`config.mk`:
```
export PLATFORM = sky130hd
export DESIGN_NAME = tli_lerp
export DESIGN_NICKNAME = d
export VERILOG_FILES = /design/src/sv/tli_pkg.sv /design/src/sv/tli_lerp.sv
export SDC_FILE = /design/constraint.sdc
export NUM_CORES = 2
export LEC_CHECK = 0
export ABC_AREA = 1
export CAP_MARGIN = 20
export CELL_PAD_IN_SITES_DETAIL_PLACEMENT = 1
export CELL_PAD_IN_SITES_GLOBAL_PLACEMENT = 2
export CORE_AREA = 2 2 376 378
export DETAILED_ROUTE_END_ITERATION = 10
export DIE_AREA = 0 0 378 380
export DONT_BUFFER_PORTS = 1
export PLACE_DENSITY = 0.92
export REMOVE_ABC_BUFFERS = 1
export SETUP_SLACK_MARGIN = 0.05
export SYNTH_ARGS = -nofsm -noshare
export SYNTH_HDL_FRONTEND = slang
export SYNTH_SLANG_ARGS = --single-unit
export TNS_END_PERCENT = 5
```
`constraint.sdc`:
```
create_clock -name clk -period 6.15 [get_ports clk]
set_clock_uncertainty 0.15 [all_clocks]
set_input_delay 0.615 -clock clk [delete_from_list [all_inputs] [get_ports clk]]
set_output_delay 0.615 -clock clk [all_outputs]
set_load 0.01 [all_outputs]
```
`src/sv/tli_pkg.sv`:
```
// Shared types and constants for the trilinear interpolator.
package tli_pkg;

  localparam int NUM_CORNERS = 8;
  localparam int AVG_SHIFT   = 3;

  typedef struct packed {
    logic diff;
    logic mul;
    logic add;
  } tli_ld_t;

endpackage

```
`src/sv/tli_lerp.sv`:
```
// Three-stage linear interpolation lanes: difference, multiply, floor-shift and add.
module tli_lerp import tli_pkg::*; #(
  parameter int W     = 16,
  parameter int FB    = 16,
  parameter int LANES = 4
) (
  input  logic                clk,
  input  tli_ld_t             ld,
  input  logic signed [W-1:0] a [LANES],
  input  logic signed [W-1:0] b [LANES],
  input  logic        [FB:0]  t,
  output logic signed [W-1:0] y [LANES]
);

  localparam int PROD_W = W + FB + 2;

  logic signed [W:0]        diff_r [LANES];
  logic signed [W-1:0]      a1_r   [LANES];
  logic        [FB:0]       t1_r;
  logic signed [PROD_W-1:0] prod_r [LANES];
  logic signed [W-1:0]      a2_r   [LANES];
  logic signed [W-1:0]      y_r    [LANES];
  logic signed [PROD_W:0]   prod_full [LANES];
  logic signed [W+1:0]      sum_full  [LANES];

  always_comb begin
    for (int i = 0; i < LANES; i++) begin
      prod_full[i] = diff_r[i] * $signed({1'b0, t1_r});
      sum_full[i]  = {{2{a2_r[i][W-1]}}, a2_r[i]} + prod_r[i][PROD_W-1:FB];
    end
  end

  always_ff @(posedge clk) begin
    if (ld.diff) begin
      t1_r <= t;
      for (int i = 0; i < LANES; i++) begin
        diff_r[i] <= {b[i][W-1], b[i]} - {a[i][W-1], a[i]};
        a1_r[i]   <= a[i];
      end
    end
    if (ld.mul) begin
      for (int i = 0; i < LANES; i++) begin
        prod_r[i] <= prod_full[i][PROD_W-1:0];
        a2_r[i]   <= a1_r[i];
      end
    end
    if (ld.add) begin
      for (int i = 0; i < LANES; i++) begin
        y_r[i] <= sum_full[i][W-1:0];
      end
    end
  end

  assign y = y_r;

endmodule

```
* Word level (Yosys, flattened, before mapping)
Memories as Yosys holds them, arrays and structs flattened. Cells that the tools add are included.
Word-level totals: flip-flop bits (word level) 81, bits in latches 0, bits in writable memories 332, ROM bits 0, input port bits 149, memories 4
Cells by class: add/subtract/negate cells 8, $mul 4, divide/modulo/power cells 0, order comparisons 0, equal/unequal tests 0, shift operators 0, mux-type cells 4, bitwise gates (word level) 0, reductions and logical operators 0
Memories:
- prod_r | words 4, width 34, rd ports 4, clocked after Yosys merged registers in 0, write ports 4, line tli_lerp.sv:20 | logic signed [PROD_W-1:0] prod_r [LANES];
- diff_r | words 4, width 17, rd ports 4, clocked after Yosys merged registers in 0, write ports 4, line tli_lerp.sv:17 | logic signed [W:0] diff_r [LANES];
- a1_r | words 4, width 16, rd ports 4, clocked after Yosys merged registers in 0, write ports 4, line tli_lerp.sv:18 | logic signed [W-1:0] a1_r [LANES];
- a2_r | words 4, width 16, rd ports 4, clocked after Yosys merged registers in 0, write ports 4, line tli_lerp.sv:21 | logic signed [W-1:0] a2_r [LANES];
Operators by type and width (count):
- 17-bit by 18-bit multiplier with 34-bit output | 4
- 16-bit by 16-bit subtractor with 17-bit output | 4
- 16-bit adder | 4
- 1-bit 2-to-1 mux | 4

* Logic depth before layout (Yosys ltp)
depth in word-level cells 2, mapped depth 29, depth with buffers taken out 26

* Worst setup path after synthesis
OpenSTA, ideal clock, no wires.
kind reg2reg, start point register t1_r[5], end point memory prod_r[3][27] in the netlist's numbering (data pin), setup time 252 ps, data arrival time 5257 ps, setup slack 491 ps, cell stages (with the launch flop) 24, path buffers 3, cell sequence edfxtp_1 > clkbuf_1 > clkbuf_1 > buf_1 > nand2_1 > fa_1 > inv_1 > fa_1 > inv_1 > fa_1 > inv_1 > fa_1 > fa_1 > inv_1 > fa_1 > inv_1 > ha_1 > a21o_1 > a21oi_1 > o21ai_0 > a21oi_1 > nand2_1 > nand2_1 > nand2_1
RTL lines:
- start, declared | line tli_lerp.sv:19 | logic [FB:0] t1_r;
- start signal, assigned | line tli_lerp.sv:35 | t1_r <= t;
- end, declared | line tli_lerp.sv:20

==> impl_metrics.yaml <==
status:
  status: "complete, no violations"
yosys:
  synth-seq-area-share_pct: 18.0
  synth_cell_types: 41
  yosysTopAreaCell: "fa_1"
  yosysTopAreaCellShare_pct: 31.7
  ys_top_cells_by_area: "fa_1 (32%), edfxtp_1 (18%), inv_1 (14%), nand2_1 (13%), ha_1 (12%)"
  ys_ff_latch: 341
  netlist_area_sq_um: 56900
  ys.flop_type: "edfxtp_1"
  yosys_warnings: 0
  yosysMostFrequentCell: "inv_1"
  synth.top_cells.by_count: "inv_1 (2046), nand2_1 (1910), fa_1 (900), ha_1 (548), edfxtp_1 (341)"
  synthCells: 7106
  postSynthAreaPerCell_sq_um: 8.00
  synth_edf_count: 341
  ys_async_sr_fraction_pct: 0
routing:
  wl_per_cell_microns: 19.2
  ant_nets: 0
  num_vias: 45100
  drc: 0
  via_per_inst: 4.95
  drt_wl_total_microns: 175000
  first_pass_iters: 7
  drtIter0Drc: 2459
clocking:
  cts_tree: "done"
  root_buffer: "clkbuf_16"
  ctsLongestPathBuffers: 3
  clock-sinks: 341
  htree_levels: 2
  path_clk_slew_ps: 70
  insertion_delay_ps: 640
  numCtsBuffers: 45
cells_and_area:
  fill_cells: 17000
  drive_gt1_share_pct: 5.02
  seqCellArea_sq_um: 10200
  multi_input_area_sq_um: 38200
  diodes: 0
  area_growth_pct: 11.0
  fin_area_sq_um: 63100
  nNetsFinal: 8787
sta:
  tightest_slew_ps: 1080
  hold_viol_final: 0
  grt_setup_unrepaired: "true"
  period_share_pct: 97.3
  drv_slew: 0
  slew-limit-headroom_pct: 28.1
  setup_viol_count_final: 0
  fmax_ghz: 0.167
  fin_crit_ps: 5980
die:
  rows: 137
  fp.coreArea_sq_um: 139000
  die_y_microns: 380
  start_util_pct: 40.8
  die-width_microns: 378
  die_area_sq_um: 144000
  io_pins: 213
setup_path:
  arrival_ps: 6200
  critical_path_peak_fanout: 23
  endpoint_kind: "flop"
  critPathRequiredTime_ps: 6360
  worstSetupStartpointType: "flop"
  worstSetupPathType: "flop to flop"
placed_design:
  place_area_sq_um: 59800
  io_buffers: 0
  gp_congestion: 0.885
  dp_hpwl_microns: 136000
grt:
  grt_pass1_vias: 50900
  antenna_found_initial: 3
  grt_use_total_pct: 24.5
  grt_max_degree: 101
  grt_pass1_wl_microns: 277000
  grt_overflow_total: 0
job:
  maxCapViolations: 0
hold_path:
  hp-class: "primary input to flop"
cell type report:
type / instances / area share [%]
multi-input cells: 4462 / 60.5
flip-flops and latches: 341 / 16.2
inverters: 2047 / 12.2
repair buffers: 293 / 4.90
well taps: 1876 / 3.72
clock buffers: 51 / 1.89
clock inverters: 32 / 0.589
worst max-delay path: stages, from the launching register on:
cell	delay [ps]
edfxtp_1	410
buf_12	170
clkbuf_16	200
nand2_1	90
inv_1	60
fa_1	540
inv_1	60
fa_1	580
inv_1	70
fa_1	520
fa_1	460
fa_1	500
inv_1	50
fa_1	480
inv_1	50
ha_2	380
nand2_1	130
nor2_2	180
nand2_1	150
nor2_1	130
nand3_1	140
nand4_1	130
nand2_1	70
timing repair:
action | CTS | global route
buffers inserted | 7 | 22
hold buffers | 86 | 2
gates resized for setup | 0 | 85
hold endpoints to repair | 225 | 15
setup endpoints to repair | 1 | 50
cloned | 0 | 4
pin swaps | 0 | 3
cell usage in the layout (no fill, tap or decap), types with 4 or more instances in the layout:
master         synthesis  final
inv_1               2046   2046
nand2_1             1910   1907
fa_1                 900    900
ha_1                 548    541
edfxtp_1             341    341
nor2_1               265    248
a21oi_1              265    243
nand3_1              172    170
buf_4                  5    156
o21ai_0              128    118
dlygate4sd3_1          0     84
xor2_1                80     80
clkbuf_16              0     52
buf_12                 0     43
xnor2_1               40     40
nand4_1               37     37
nor3_1                30     26
a21oi_2                0     22
o21ai_1               14     22
nor2_2                 2     19
a21o_1                17     17
o21bai_1               9      9
nand2_2                5      8
clkinv_1               1      8
o21ai_2                5      7
bufinv_16              0      7
nor3_2                 2      6
o31ai_1                6      6
clkinv_2               0      6
ha_2                   0      5
inv_6                  0      5
or2_1                  4      4
clkinvlp_4             0      4
clkbuf_1             196      4
per-layer routing:
| metal | vias up | global-route usage, % | part of all wire [%] |
|---|---|---|---|
| met5 | - | 0 | 0.015 |
| met4 | 4 | 7.80 | 3.8 |
| met3 | 313 | 1.92 | 3.7 |
| met2 | 920 | 45.0 | 52 |
| met1 | 22900 | 30.2 | 40 |
| li1 | 21000 | - | - |
per-stage QoR:
| stage | util [%] | cells | hold WS, ps | worst slack [ps] | setup TNS, ps |
|---|---|---|---|---|---|
| 5_1_grt | 45.3 | 9102 | 35.8 | -40.6 | -66.2 |
| 2_1_floorplan | - | 6850 | 250 | 8.11 | 0 |
| 4_1_cts | 44.8 | 9074 | 9.91 | 67.9 | 0 |
| 3_3_place_gp | 43.0 | 8898 | 251 | 57.5 | 0 |
| 3_5_place_dp | 43.0 | 8898 | 255 | -4.60 | -4.60 |
| 6_report | 45.3 | 9102 | 96.6 | 167 | 0 |
registers in the layout, summed over array words and instances, names as in the netlist:
name and cells:
a1_r 64, a2_r 64, diff_r 68, prod_r 64, t1_r 17, y 64
cells by family after synthesis:
group | share of synthesized area (%)
compound gates | 4.20
xor+xnor | 1.85
fa+ha+maj | 43.7
buf+inv | 15.3
flops | 18.0
simple gates | 16.9
worst paths after layout:
path	start	endpoint	slack [ps]	depth (start not counted)
hold reg to reg	a1_r[0][6]	a2_r[0][6]	270	0
hold / removal	ld[1]	prod_r[3][19]	100	0
setup reg to reg	t1_r[5]	prod_r[1][23]	170	22
setup / recovery	t1_r[5]	prod_r[1][23]	170	22
Power is left out: the tool's default activity adds up to more than one toggle a clock period on the data nets, which glitch-free logic cannot reach.
